`src/sv/mdc_pkg.sv`:
```
package mdc_pkg;

    localparam int DIVIDEND_W = 20;
    localparam int DIVISOR_W  = 8;
    localparam int DIV_STEPS  = DIVIDEND_W;
    localparam int DIV_CNT_W  = $clog2(DIV_STEPS);
    localparam int TICKS_W    = 24;
    localparam int EXPECT_W   = 19;
    localparam int BASE_W     = 12;
    localparam int BEAT_W     = 11;
    localparam int CFG_W      = 8;
    localparam int FIFO_DEPTH = 2;
    localparam int FIFO_PTR_W = $clog2(FIFO_DEPTH);
    localparam int FIFO_CNT_W = $clog2(FIFO_DEPTH + 1);

    localparam logic [TICKS_W-1:0] TICK_MAX = {TICKS_W{1'b1}};

    localparam logic [3:0] CODE_TUPLET  = 4'd14;
    localparam logic [3:0] CODE_INVALID = 4'd15;

    typedef enum logic [2:0] {
        ST_OK         = 3'd0,
        ST_BAD_DUR    = 3'd1,
        ST_BAD_TUPLET = 3'd2,
        ST_BAD_TSIG   = 3'd3,
        ST_MISMATCH   = 3'd4
    } t_status;

    typedef enum logic {
        CFG_NUMERATOR   = 1'b0,
        CFG_DENOMINATOR = 1'b1
    } t_cfg_idx;

    typedef enum logic [1:0] {
        BK_IDLE,
        BK_DIV,
        BK_ACC,
        BK_RPT
    } t_back_state;

    // one classified note as it travels from front to back
    typedef struct packed {
        t_status                 err;
        logic                    need_div;
        logic                    last;
        logic [DIVIDEND_W-1:0]   dividend;
        logic [DIVISOR_W-1:0]    divisor;
    } t_work;

    // ticks of a plain note at 1920 per whole note
    function automatic logic [BASE_W-1:0] base_ticks(input logic [3:0] code);
        logic [BASE_W-1:0] t;
        case (code)
            4'd0:    t = 12'd2880;
            4'd1:    t = 12'd1920;
            4'd2:    t = 12'd1440;
            4'd3:    t = 12'd960;
            4'd4:    t = 12'd720;
            4'd5:    t = 12'd480;
            4'd6:    t = 12'd360;
            4'd7:    t = 12'd240;
            4'd8:    t = 12'd180;
            4'd9:    t = 12'd120;
            4'd10:   t = 12'd90;
            4'd11:   t = 12'd60;
            4'd12:   t = 12'd30;
            4'd13:   t = 12'd15;
            default: t = 12'd0;
        endcase
        return t;
    endfunction

    function automatic logic [BEAT_W-1:0] beat_len(input logic [CFG_W-1:0] den);
        logic [BEAT_W-1:0] t;
        case (den)
            8'd1:    t = 11'd1920;
            8'd2:    t = 11'd960;
            8'd4:    t = 11'd480;
            8'd8:    t = 11'd240;
            8'd16:   t = 11'd120;
            8'd32:   t = 11'd60;
            8'd64:   t = 11'd30;
            default: t = 11'd0;
        endcase
        return t;
    endfunction

endpackage

```
`src/sv/mdc_note_if.sv`:
```
interface mdc_note_if;
    logic       valid;
    logic       ready;
    logic [3:0] duration_code;
    logic [7:0] tuplet_count;
    logic [7:0] tuplet_span;
    logic [3:0] tuplet_base_code;
    logic       last_note;

    modport source (
        output valid, duration_code, tuplet_count, tuplet_span, tuplet_base_code,
               last_note,
        input  ready
    );
    modport sink (
        input  valid, duration_code, tuplet_count, tuplet_span, tuplet_base_code,
               last_note,
        output ready
    );
endinterface

```
`src/sv/mdc_result_if.sv`:
```
interface mdc_result_if;
    logic        valid;
    logic        ready;
    logic [2:0]  measure_status;
    logic [23:0] measure_ticks;
    logic [18:0] target_ticks;

    modport source (
        output valid, measure_status, measure_ticks, target_ticks,
        input  ready
    );
    modport sink (
        input  valid, measure_status, measure_ticks, target_ticks,
        output ready
    );
endinterface

```
`src/sv/mdc_front.sv`:
```
module mdc_front
    import mdc_pkg::*;
(
    input  logic        i_clk,
    input  logic        i_rst_n,
    mdc_note_if.sink    i_note,
    output t_work       o_work,
    output logic        o_work_valid,
    input  logic        i_work_ready
);

    logic  r_valid;
    t_work r_work;
    t_work n_work;
    logic  take;

    logic [BASE_W-1:0] tup_base;

    assign i_note.ready = !r_valid || i_work_ready;
    assign take         = i_note.valid && i_note.ready;
    assign tup_base     = base_ticks(i_note.tuplet_base_code);

    always_comb begin
        n_work          = '0;
        n_work.err      = ST_OK;
        n_work.last     = i_note.last_note;
        n_work.divisor  = i_note.tuplet_count;
        if (i_note.duration_code == CODE_TUPLET) begin
            if (i_note.tuplet_count == '0 || i_note.tuplet_span == '0) begin
                n_work.err = ST_BAD_TUPLET;
            end else if (i_note.tuplet_base_code == CODE_TUPLET) begin
                n_work.err = ST_BAD_TUPLET;
            end else if (i_note.tuplet_base_code == CODE_INVALID) begin
                n_work.err = ST_BAD_DUR;
            end else begin
                n_work.need_div = 1'b1;
                n_work.dividend = DIVIDEND_W'(tup_base * i_note.tuplet_span);
            end
        end else if (i_note.duration_code == CODE_INVALID) begin
            n_work.err = ST_BAD_DUR;
        end else begin
            n_work.dividend = DIVIDEND_W'(base_ticks(i_note.duration_code));
        end
    end

    always_ff @(posedge i_clk) begin
        if (!i_rst_n) begin
            r_valid <= 1'b0;
        end else if (take) begin
            r_valid <= 1'b1;
        end else if (i_work_ready) begin
            r_valid <= 1'b0;
        end
    end

    always_ff @(posedge i_clk) begin
        if (take) begin
            r_work <= n_work;
        end
    end

    assign o_work       = r_work;
    assign o_work_valid = r_valid;

endmodule

```
`src/sv/mdc_fifo.sv`:
```
module mdc_fifo
    import mdc_pkg::*;
(
    input  logic  i_clk,
    input  logic  i_rst_n,
    input  t_work i_wr_data,
    input  logic  i_wr_valid,
    output logic  o_wr_ready,
    output t_work o_rd_data,
    output logic  o_rd_valid,
    input  logic  i_rd_ready
);

    t_work                 r_mem [FIFO_DEPTH];
    logic [FIFO_PTR_W-1:0] r_wr_ptr;
    logic [FIFO_PTR_W-1:0] r_rd_ptr;
    logic [FIFO_CNT_W-1:0] r_count;
    logic                  push;
    logic                  pop;

    assign o_wr_ready = (r_count != FIFO_CNT_W'(FIFO_DEPTH));
    assign o_rd_valid = (r_count != '0);
    assign push       = i_wr_valid && o_wr_ready;
    assign pop        = o_rd_valid && i_rd_ready;
    assign o_rd_data  = r_mem[r_rd_ptr];

    always_ff @(posedge i_clk) begin
        if (!i_rst_n) begin
            r_wr_ptr <= '0;
            r_rd_ptr <= '0;
            r_count  <= '0;
        end else begin
            if (push) begin
                r_wr_ptr <= (r_wr_ptr == FIFO_PTR_W'(FIFO_DEPTH - 1)) ? '0 : r_wr_ptr + 1'b1;
            end
            if (pop) begin
                r_rd_ptr <= (r_rd_ptr == FIFO_PTR_W'(FIFO_DEPTH - 1)) ? '0 : r_rd_ptr + 1'b1;
            end
            if (push && !pop) begin
                r_count <= r_count + 1'b1;
            end else if (pop && !push) begin
                r_count <= r_count - 1'b1;
            end
        end
    end

    always_ff @(posedge i_clk) begin
        if (push) begin
            r_mem[r_wr_ptr] <= i_wr_data;
        end
    end

endmodule

```
`src/sv/mdc_back.sv`:
```
module mdc_back
    import mdc_pkg::*;
(
    input  logic             i_clk,
    input  logic             i_rst_n,
    input  logic [CFG_W-1:0] i_numerator,
    input  logic [CFG_W-1:0] i_denominator,
    input  t_work            i_work,
    input  logic             i_work_valid,
    output logic             o_work_ready,
    mdc_result_if.source     o_result
);

    t_back_state r_state, n_state;

    logic [TICKS_W-1:0]    r_running_ticks, n_running_ticks;
    t_status               r_first_err, n_first_err;
    t_status               r_err, n_err;
    logic                  r_last, n_last;
    logic [DIVIDEND_W-1:0] r_quot, n_quot;
    logic [DIVISOR_W-1:0]  r_rem, n_rem;
    logic [DIVISOR_W-1:0]  r_divisor, n_divisor;
    logic [DIV_CNT_W-1:0]  r_cnt, n_cnt;

    logic                  r_res_valid, n_res_valid;
    t_status               r_res_status, n_res_status;
    logic [TICKS_W-1:0]    r_res_total, n_res_total;
    logic [EXPECT_W-1:0]   r_res_expected, n_res_expected;

    logic [DIVISOR_W:0]    rem_sh;
    logic                  q_bit;
    logic [TICKS_W:0]      sum;
    logic [BEAT_W-1:0]     beat;
    logic [EXPECT_W-1:0]   expected;
    logic                  tsig_bad;
    logic                  res_free;

    // one quotient bit per cycle, restoring
    assign rem_sh   = {r_rem, r_quot[DIVIDEND_W-1]};
    assign q_bit    = (rem_sh >= {1'b0, r_divisor});
    assign sum      = {1'b0, r_running_ticks} + (TICKS_W + 1)'(r_quot);
    assign beat     = beat_len(i_denominator);
    assign expected = EXPECT_W'(i_numerator * beat);
    assign tsig_bad = (i_numerator == '0) || (beat == '0);
    assign res_free = !r_res_valid || o_result.ready;

    always_comb begin
        n_state         = r_state;
        n_running_ticks = r_running_ticks;
        n_first_err     = r_first_err;
        n_err           = r_err;
        n_last          = r_last;
        n_quot          = r_quot;
        n_rem           = r_rem;
        n_divisor       = r_divisor;
        n_cnt           = r_cnt;
        n_res_valid     = r_res_valid && !o_result.ready;
        n_res_status    = r_res_status;
        n_res_total     = r_res_total;
        n_res_expected  = r_res_expected;
        o_work_ready    = 1'b0;

        case (r_state)
            BK_IDLE: begin
                o_work_ready = 1'b1;
                if (i_work_valid) begin
                    n_err     = i_work.err;
                    n_last    = i_work.last;
                    n_quot    = i_work.dividend;
                    n_divisor = i_work.divisor;
                    n_rem     = '0;
                    n_cnt     = '0;
                    if (i_work.need_div && i_work.err == ST_OK && r_first_err == ST_OK) begin
                        n_state = BK_DIV;
                    end else begin
                        n_state = BK_ACC;
                    end
                end
            end
            BK_DIV: begin
                n_quot = {r_quot[DIVIDEND_W-2:0], q_bit};
                n_rem  = q_bit ? DIVISOR_W'(rem_sh - {1'b0, r_divisor})
                               : DIVISOR_W'(rem_sh);
                n_cnt  = r_cnt + 1'b1;
                if (r_cnt == DIV_CNT_W'(DIV_STEPS - 1)) begin
                    n_state = BK_ACC;
                end
            end
            BK_ACC: begin
                if (r_first_err == ST_OK) begin
                    if (r_err != ST_OK) begin
                        n_first_err = r_err;
                    end else begin
                        n_running_ticks = sum[TICKS_W] ? TICK_MAX : sum[TICKS_W-1:0];
                    end
                end
                n_state = r_last ? BK_RPT : BK_IDLE;
            end
            BK_RPT: begin
                if (res_free) begin
                    n_res_valid = 1'b1;
                    n_res_total = r_running_ticks;
                    if (tsig_bad) begin
                        n_res_status   = ST_BAD_TSIG;
                        n_res_expected = '0;
                    end else begin
                        n_res_expected = expected;
                        if (r_first_err != ST_OK) begin
                            n_res_status = r_first_err;
                        end else if (r_running_ticks != TICKS_W'(expected)) begin
                            n_res_status = ST_MISMATCH;
                        end else begin
                            n_res_status = ST_OK;
                        end
                    end
                    n_running_ticks = '0;
                    n_first_err     = ST_OK;
                    n_state         = BK_IDLE;
                end
            end
            default: begin
                n_state = BK_IDLE;
            end
        endcase
    end

    always_ff @(posedge i_clk) begin
        if (!i_rst_n) begin
            r_state         <= BK_IDLE;
            r_running_ticks <= '0;
            r_first_err     <= ST_OK;
            r_res_valid     <= 1'b0;
        end else begin
            r_state         <= n_state;
            r_running_ticks <= n_running_ticks;
            r_first_err     <= n_first_err;
            r_res_valid     <= n_res_valid;
        end
    end

    always_ff @(posedge i_clk) begin
        r_err          <= n_err;
        r_last         <= n_last;
        r_quot         <= n_quot;
        r_rem          <= n_rem;
        r_divisor      <= n_divisor;
        r_cnt          <= n_cnt;
        r_res_status   <= n_res_status;
        r_res_total    <= n_res_total;
        r_res_expected <= n_res_expected;
    end

    assign o_result.valid          = r_res_valid;
    assign o_result.measure_status = r_res_status;
    assign o_result.measure_ticks  = r_res_total;
    assign o_result.target_ticks   = r_res_expected;

`ifndef SYNTHESIS
    a_div_count: assert property (@(posedge i_clk) disable iff (!i_rst_n)
        r_state == BK_DIV |-> r_cnt <= DIV_CNT_W'(DIV_STEPS - 1))
        else $error("divider step count out of range");

    a_err_freezes_total: assert property (@(posedge i_clk) disable iff (!i_rst_n)
        (r_state == BK_ACC && r_first_err != ST_OK) |=> $stable(r_running_ticks))
        else $error("ticks added after a note error");

    a_report_clears: assert property (@(posedge i_clk) disable iff (!i_rst_n)
        (r_state == BK_RPT && res_free) |=> (r_running_ticks == '0 && r_first_err == ST_OK))
        else $error("measure state not cleared after report");

    a_tsig_expected: assert property (@(posedge i_clk) disable iff (!i_rst_n)
        (r_res_valid && r_res_status == ST_BAD_TSIG) |-> r_res_expected == '0)
        else $error("expected ticks nonzero on time signature error");
`endif

endmodule

```
`src/sv/measure_duration_checker_unit.sv`:
```
// Measure duration checker.
// i_note carries one note per transfer (plain duration code or tuplet);
// o_result carries one status per measure, sent on the note flagged
// last_note. Time signature registers are written through i_cfg_we,
// i_cfg_idx (0 numerator, 1 denominator) and i_cfg_data; the user must
// write them only while idle, the block itself does not enforce it.
// A front stage classifies each note and computes the tuplet dividend,
// a two-entry queue decouples it from the back end, which divides,
// accumulates and reports.
// In the back end a plain or erroneous note passes the idle and
// accumulate states; a tuplet that still counts also passes the 20-step
// bit-serial divider (one quotient bit per cycle). The last note of a
// measure adds a report state. The front accepts one note per cycle
// until the queue fills.
// Reset clears the running total, the kept error and all valid flags,
// and sets the time signature to 4/4. When the receiver stalls, the
// result waits in the output register; the back end keeps working on
// later notes and stops only when it has a new result to send.
module measure_duration_checker_unit
    import mdc_pkg::*;
(
    input  logic             i_clk,
    input  logic             i_rst_n,
    input  logic             i_cfg_we,
    input  logic             i_cfg_idx,
    input  logic [CFG_W-1:0] i_cfg_data,
    mdc_note_if.sink         i_note,
    mdc_result_if.source     o_result
);

    logic [CFG_W-1:0] r_numerator;
    logic [CFG_W-1:0] r_denominator;

    t_work front_work;
    logic  front_valid;
    logic  front_ready;
    t_work back_work;
    logic  back_valid;
    logic  back_ready;

    always_ff @(posedge i_clk) begin
        if (!i_rst_n) begin
            r_numerator   <= CFG_W'(4);
            r_denominator <= CFG_W'(4);
        end else if (i_cfg_we) begin
            case (t_cfg_idx'(i_cfg_idx))
                CFG_NUMERATOR:   r_numerator   <= i_cfg_data;
                CFG_DENOMINATOR: r_denominator <= i_cfg_data;
                default:         r_numerator   <= r_numerator;
            endcase
        end
    end

    mdc_front u_front (
        .i_clk        (i_clk),
        .i_rst_n      (i_rst_n),
        .i_note       (i_note),
        .o_work       (front_work),
        .o_work_valid (front_valid),
        .i_work_ready (front_ready)
    );

    mdc_fifo u_fifo (
        .i_clk      (i_clk),
        .i_rst_n    (i_rst_n),
        .i_wr_data  (front_work),
        .i_wr_valid (front_valid),
        .o_wr_ready (front_ready),
        .o_rd_data  (back_work),
        .o_rd_valid (back_valid),
        .i_rd_ready (back_ready)
    );

    mdc_back u_back (
        .i_clk         (i_clk),
        .i_rst_n       (i_rst_n),
        .i_numerator   (r_numerator),
        .i_denominator (r_denominator),
        .i_work        (back_work),
        .i_work_valid  (back_valid),
        .o_work_ready  (back_ready),
        .o_result      (o_result)
    );

endmodule
```
`src/flat_wrapper.sv`:
```
// flat-port wrapper written by rule: the top's interface ports become plain ports
module measure_duration_checker_unit_flat import mdc_pkg::*;
  (i_clk, i_rst_n, i_cfg_we, i_cfg_idx, i_cfg_data, i_note_valid, i_note_duration_code, i_note_tuplet_count, i_note_tuplet_span, i_note_tuplet_base_code, i_note_last_note, i_note_ready, o_result_valid, o_result_measure_status, o_result_measure_ticks, o_result_target_ticks, o_result_ready);
  mdc_note_if i_note_i ();
  mdc_result_if o_result_i ();
  input  logic i_clk;
  input  logic i_rst_n;
  input  logic i_cfg_we;
  input  logic i_cfg_idx;
  input  logic [CFG_W-1:0] i_cfg_data;
  input wire logic [$bits(i_note_i.valid)-1:0] i_note_valid;
  input wire logic [$bits(i_note_i.duration_code)-1:0] i_note_duration_code;
  input wire logic [$bits(i_note_i.tuplet_count)-1:0] i_note_tuplet_count;
  input wire logic [$bits(i_note_i.tuplet_span)-1:0] i_note_tuplet_span;
  input wire logic [$bits(i_note_i.tuplet_base_code)-1:0] i_note_tuplet_base_code;
  input wire logic [$bits(i_note_i.last_note)-1:0] i_note_last_note;
  output wire logic [$bits(i_note_i.ready)-1:0] i_note_ready;
  output wire logic [$bits(o_result_i.valid)-1:0] o_result_valid;
  output wire logic [$bits(o_result_i.measure_status)-1:0] o_result_measure_status;
  output wire logic [$bits(o_result_i.measure_ticks)-1:0] o_result_measure_ticks;
  output wire logic [$bits(o_result_i.target_ticks)-1:0] o_result_target_ticks;
  input wire logic [$bits(o_result_i.ready)-1:0] o_result_ready;
  assign i_note_i.valid = i_note_valid;
  assign i_note_i.duration_code = i_note_duration_code;
  assign i_note_i.tuplet_count = i_note_tuplet_count;
  assign i_note_i.tuplet_span = i_note_tuplet_span;
  assign i_note_i.tuplet_base_code = i_note_tuplet_base_code;
  assign i_note_i.last_note = i_note_last_note;
  assign i_note_ready = i_note_i.ready;
  assign o_result_valid = o_result_i.valid;
  assign o_result_measure_status = o_result_i.measure_status;
  assign o_result_measure_ticks = o_result_i.measure_ticks;
  assign o_result_target_ticks = o_result_i.target_ticks;
  assign o_result_i.ready = o_result_ready;
  measure_duration_checker_unit u_core (.i_clk(i_clk), .i_rst_n(i_rst_n), .i_cfg_we(i_cfg_we), .i_cfg_idx(i_cfg_idx), .i_cfg_data(i_cfg_data), .i_note(i_note_i), .o_result(o_result_i));
endmodule
```
`config.mk`:
```
export PLATFORM = sky130hd
export DESIGN_NAME = measure_duration_checker_unit_flat
export DESIGN_NICKNAME = d
export VERILOG_FILES = /design/src/sv/mdc_pkg.sv /design/src/sv/mdc_note_if.sv /design/src/sv/mdc_result_if.sv /design/src/sv/mdc_front.sv /design/src/sv/mdc_fifo.sv /design/src/sv/mdc_back.sv /design/src/sv/measure_duration_checker_unit.sv /design/src/flat_wrapper.sv
export SDC_FILE = /design/constraint.sdc
export NUM_CORES = 1
export LEC_CHECK = 0
export ABC_AREA = 1
export BUFFER_PORTS_ARGS = -buffer_cell sky130_fd_sc_hd__buf_2
export CAP_MARGIN = 40
export CORE_MARGIN = 5
export CORE_UTILIZATION = 49
export DETAILED_ROUTE_END_ITERATION = 12
export PLACE_DENSITY = 0.78
export RECOVER_POWER = 100
export REMOVE_ABC_BUFFERS = 1
export SYNTH_ARGS = -nofsm -noshare
export SYNTH_HDL_FRONTEND = slang
export SYNTH_SLANG_ARGS = --single-unit
```
`constraint.sdc`:
```
create_clock -name i_clk -period 11.6 [get_ports i_clk]
set_clock_uncertainty 0.15 [all_clocks]
set_input_delay 2.32 -clock i_clk [delete_from_list [all_inputs] [get_ports i_clk]]
set_output_delay 2.32 -clock i_clk [all_outputs]
set_load 0.1 [all_outputs]
```
### Yosys cells after proc, flatten, opt, wreduce, memory -nomap -nowiden

Memory sizes are Yosys's and may differ from the RTL's. A register that Yosys moved wholly into a read port is not among the register bits.
Index checks and enable logic that the tools add are counted.

| word-level totals | value |
|---|---|
| flip-flop bits (word level) | 175 |
| bits in writable memories | 66 |
| ROM bits | 384 |
| bits of input ports | 39 |
| output and inout port bits | 48 |
| word-level logic and storage cells | 151 |
| memories kept | 3 |

Memories:

| memory | words | bits a word | read ports | clocked after memory_dff | wr ports | RTL line | text |
|---|---|---|---|---|---|---|---|
| (name not given) | 16 | 12 | 1 | 0 | 0 | mdc_pkg.sv:53 | `case (code)` |
| (name not given) | 16 | 12 | 1 | 0 | 0 | mdc_pkg.sv:53 |  |
| u_core.u_fifo.r_mem | 2 | 33 | 1 | 1 | 1 | mdc_fifo.sv:14 | `t_work r_mem [FIFO_DEPTH];` |

| cells by class | value |
|---|---|
| add/sub/neg operators | 7 |
| multipliers | 2 |
| $lt $le $gt $ge | 1 |
| eq/ne operators | 23 |
| multiplexer cells | 49 |
| bitwise logic cells | 2 |
| reductions and logical operators | 40 |

Operators by type and width:

| operator | count |
|---|---|
| $mux 20 | 5 |
| $mux 24 | 4 |
| $pmux 11 s7 | 1 |
| $pmux 24 s2 | 1 |
| $pmux 20 s2 | 1 |
| $add 24x20->25 | 1 |
| $logic_not 8->1 | 3 |
| $ne 24x19->1 | 1 |
| $mux 3 | 7 |
| $mul 12x8->20 | 1 |
| $mul 8x11->19 | 1 |
| $eq 4x4->1 const B | 4 |
| $mux 2 | 8 |
| $mux 8 | 2 |
| $pmux 8 s2 | 1 |
| $mux 1 | 14 |
| $mux 12 | 1 |
| $ne 2x2->1 const B | 6 |
| $logic_not 11->1 | 1 |
| $pmux 5 s2 | 1 |
| $reduce_and 2->1 | 5 |
| $reduce_bool 2->1 | 5 |
| $ge 9x8->1 | 1 |
| $eq 8x1->1 const B | 1 |
| other kinds (28) | 48 |

### Longest topological paths before layout

| logic depth | value |
|---|---|
| depth after elaboration | 6 |
| gate-level depth with buffers | 32 |
| mapped depth without buffers | 32 |

### Modules after synthesis

A second synthesis with hierarchy kept.

| second synthesis, totals | value |
|---|---|
| cells, all modules | 2105 |
| area total of the unflattened synthesis | 18016.0 µm² |

Modules (own cells, without submodules):

| module | instances | cells an instance | area an instance (µm²) | sequential area each (µm²) |
|---|---|---|---|---|
| mdc_back | 1 | 1243 | 9711.8 | 3303.2 |
| mdc_front | 1 | 637 | 4893.4 | 980.9 |
| mdc_fifo | 1 | 140 | 2777.7 | 2082.0 |
| measure_duration_checker_unit | 1 | 85 | 633.1 | 320.3 |

### Worst setup path after synthesis

OpenSTA, ideal clock, no wires.

| path | value |
|---|---|
| path type | in2reg |
| start point | in i_note_tuplet_base_code[2] |
| end point | reg u_core.u_front.r_work (netlist bit u_core.u_front.o_work[23]), data pin |
| setup time | 253 ps |
| arrival | 6594 ps |
| data required time | 11197 ps |
| path slack | 4603 ps |
| stages on the path | 23 |
| buffers on the path | 1 |
| cell sequence | clkbuf_1 inv_1 o32ai_1 inv_1 nor2_1 fa_1 ha_1 inv_1 fa_1 fa_1 inv_1 ha_1 nand3_1 nand3_1 nand2_1 nand3_1 nand2_1 o21ai_0 nand2_1 o21ai_0 nand2_1 nand2_1 nor2_1 |

| on the way | value |
|---|---|
| word-level cells in the longest chain between the ends | 6 |
| elaborated cells between the ends (all ways) | 8 |
| those cells by class | mul (1); eq/ne (2); mux (4); memory (1) |

Ends and longest elaborated chain:

| item | RTL line | text |
|---|---|---|
| start, declared | flat_wrapper.sv:15 | `input wire logic [$bits(i_note_i.tuplet_base_code)-1:0] i_note_tuplet_base_code;` |
| $mem_v2 16x12 | -- |  |
| $mul 12x8->20 | mdc_front.sv:37 | `n_work.dividend = DIVIDEND_W'(tup_base * i_note.tuplet_span);` |
| $mux 20 | mdc_front.sv:33 | `end else if (i_note.tuplet_base_code == CODE_INVALID) begin` |
| $mux 20 * | mdc_front.sv:31 | `end else if (i_note.tuplet_base_code == CODE_TUPLET) begin` |
| $mux 20 * | mdc_front.sv:29 | `if (i_note.tuplet_count == '0 \|\| i_note.tuplet_span == '0) begin` |
| $mux 20 * | mdc_front.sv:28 | `if (i_note.duration_code == CODE_TUPLET) begin` |
| end signal, assigned | mdc_front.sv:58 | `r_work <= n_work;` |
| end, declared | mdc_front.sv:13 | `t_work r_work;` |

Mark *: on every way between the ends. The rest lies on a longest branch, timed or not.
A chain may end at the register's enable or synchronous reset.

### Final worst setup path

| path | value |
|---|---|
| start point | in i_note_tuplet_base_code[0] |
| end point | reg u_core.u_front.r_work (netlist bit u_core.u_front.o_work[23]), data pin |

Same word-level chain as after synthesis.

==> impl_results.md <==
- Outcome: finished with violations
- Failing checks: max-capacitance violations, max-slew violations
- Gpl congestion: about 0.98
- Period utilization: 62.7%
- Starting Density: 49.4%
- Residual DRC: 0
- CTS tree: done
- Leakage Power: 8.40 nW
- Max VDD drop: ~0.12 mV
- Worst slew pin tran: 2.41 ns
- Max Cap Violations: 6
- Die width: 196 um
- Final setup viols: 0
- Smallest hold slack: 0.293 ns
- Post-CTS sizing: 0
- Commonest non-fill, non-tap cell in the layout: nand2_1
- GRT Total Usage: between 10% and 20%
- Post-DRT Antenna Nets: 0
- Vias in the first global route: 13200
- Finished Core Util: 54.0%
- Clock slew at reported path FFs: 0.06 ns
- Antenna violations before repair: 2
- Fin area: between 15000 and 20000 um2
- Top cells by area, synth: edfxtp_1, fa_1, nand2_1, ha_1, inv_1
- Nature of the critical path startpoint: input port
- First-pass GRT wire length: between 60000 and 70000 um
- Routed WL per cell: 15.0 um
- RSZ-0062 raised after global routing: false
- Pin count of the biggest net entering global routing: 46
- Die Y: slightly below 200 um
- Hold Buf Count CTS: 0
- Skew-Pair Late Insertion Delay: 0.53 ns
- Distinct cell type count after synthesis: 56
- Required @ worst endpoint: 11.74 ns
- CTS Root Cell: clkbuf_16
- CTS sink cnt: roughly 240
- Inserted Diodes: 0
- Maximum root-to-sink buffer count: 3
- Relative slew slack: -60.7%
- Final min period: 7.27 ns
- Area grow syn2layout: 9.18%
- HPWL Detailed: 29600 um
- Total die area: 38500 um2
- Avg Cell Area, Syn: a little under 9 um2
- # rows: 68
- Routed wire length: 37300 um
- Post-synth top flop: edfxtp_1
- Final Max Slew Viols: 193
- Synth warn: 0
- Mapped Area: 17000 um2
- CTS buffer count: 24
- I/O pin count: 87
- Crit path max fanout: 6
- Hold WC Path Type: flip-flop to flip-flop
- CTS H-tree lvls: 1
- Via-per-instance ratio: 5.26
- Power density cells: about 190 nW/um2
- FF+latch count, synth: 236
- Post-CTS setup buffers: 0
- CP Capture Type: flip-flop
- Fmax: 0.137 GHz
- Core area: 34400 um2
- Most frequent cells in the layout: nand2_1, inv_1, nor2_1
- Post-synth ARST share: 0%
- I/O Buffers: 85
- Share of layout cells above drive strength 1: a little under 6%
- Post-synth top area cell: edfxtp_1
- Drt initial violations: 964
- Crit Path Class: input port to flip-flop
- Overflow after GRT: 0
- Post-synth EDFFs: 185
- Post-route setup TNS: 0 ns
- Final nets: 2282
- Final Hold Viols: 0
- Top cell type's share of synthesized area: 32.7%
- Part of the Yosys area used for sequential elements: 38.7%
- Dpl cell area: 18000 um2
- Total iterations of the first detailed-routing run: 5
- Worst EP arrival: 7.41 ns
- Syn Inst Count: 1929
- Vias: 13100
## power breakdown
part           leakage [nW]  switching, W  internal (W)
Combinational          5.85      0.000942      0.000469
Sequential             2.16      0.000118       0.00114
Clock                 0.385      0.000327      0.000436
## worst paths after layout
check / start / end / slack [ns] / cells after the start
min reg2reg: u_core.u_front.o_work[7] / u_core.u_fifo.r_mem[1][7] / 0.29 / 0
min: u_core.u_front.o_work[7] / u_core.u_fifo.r_mem[1][7] / 0.29 / 0
max: i_note_tuplet_base_code[0] / u_core.u_front.o_work[23] / 4.33 / 25
max reg2reg: u_core.r_denominator[0] / u_core.u_back.o_result.measure_status[2] / 5.23 / 28
## metrics by stage
| step | instances | total power [W] | worst slack (ns) |
|---|---|---|---|
| global placement | 2440 | 0.00263 | 4.00 |
| global route | 2488 | 0.00370 | 3.97 |
| CTS | 2488 | 0.00346 | 4.44 |
| detailed placement | 2444 | 0.00268 | 3.87 |
| floorplan | 1892 | 0.00234 | 4.68 |
| finish | 2488 | 0.00343 | 4.33 |
## kinds of logic (layout without fill, tap and decap cells)
kind of cell | after synthesis | after routing | synth area share (%)
simple gates | 759 | 759 | 19.4
compound gates | 275 | 275 | 8.63
mux | 13 | 13 | 0.854
other cells | 1 | 1 | 0.0221
flops | 236 | 236 | 38.7
buf+inv | 381 | 485 | 8.70
fa+ha+maj | 228 | 228 | 21.6
xor+xnor | 36 | 36 | 2.02
## synthesized netlist by cell type, types with 4 or more instances
cell	number
a21o_1	4
a21oi_1	126
a31oi_1	4
and2_1	5
buf_2	9
clkbuf_1	23
clkinv_1	5
dfxtp_1	51
edfxtp_1	185
fa_1	110
ha_1	118
inv_1	328
inv_2	10
mux2_2	12
nand2_1	411
nand3_1	70
nand3b_1	5
nand4_1	17
nor2_1	192
nor2_2	4
nor2_4	16
nor3_1	9
nor4_1	13
o211ai_1	5
o21ai_0	110
o21ai_1	6
o22ai_1	4
or2_2	5
xnor2_1	22
xor2_1	12
## critical path, stage by stage
cell and delay, ns:
clkbuf_1 0.12, inv_1 0.12, ha_1 0.18, inv_1 0.06, o32ai_1 0.72, inv_1 0.21
nor2_1 0.18, fa_1 0.44, ha_1 0.29, inv_1 0.05, fa_1 0.50, fa_1 0.54
inv_1 0.04, ha_1 0.36, nand3_1 0.09, nand3_1 0.11, nand2_1 0.06, nand3_1 0.09
nand2_1 0.09, o21ai_0 0.25, nand2_1 0.14, o21ai_0 0.24, nand2_1 0.08, nand2_1 0.06
nor2_1 0.04
## final cells by class
class                           instances  area [um2]
Fill cell                            3030       15800
Clock buffer                           32         671
Timing Repair Buffer                   97         412
Inverter                              344        1290
Multi-Input combinational cell       1312        8910
Clock inverter                         12         124
Sequential cell                       236        6580
Tap cell                              455         569
## sequential cells by signal (all words and copies together), names as in the netlist, named ones only
register and count:
u_core.u_back.r_state 2, u_core.u_back.r_first_err 2, u_core.u_back.o_result.measure_status 3, u_core.u_back.r_quot 20, u_core.u_back.r_err 2, u_core.u_back.r_divisor 8, u_core.r_numerator 8, u_core.u_back.o_result.target_ticks 18
u_core.u_front.o_work 32, u_core.u_back.r_running_ticks 24, u_core.u_back.r_rem 8, u_core.r_denominator 8, u_core.u_fifo.r_count 2, u_core.u_fifo.r_rd_ptr 1, u_core.u_front.o_work_valid 1, u_core.u_back.o_result.measure_ticks 24
u_core.u_fifo.r_mem 64, u_core.u_back.o_result.valid 1, u_core.u_back.r_cnt 5, u_core.u_fifo.r_wr_ptr 1, u_core.u_back.r_last 1
## per-layer routing
metal | vias up | part of all wire [%] | routed length [um] | track usage, %
li1 | 6410 | - | - | -
met1 | 6146 | 42 | 15800 | 24.7
met2 | 447 | 49 | 18200 | 34.6
met3 | 88 | 6.1 | 2280 | 2.97
met4 | 4 | 2.9 | 1080 | 5.95
met5 | - | 0.067 | 25 | 0
(Power assumes the default switching activity.)
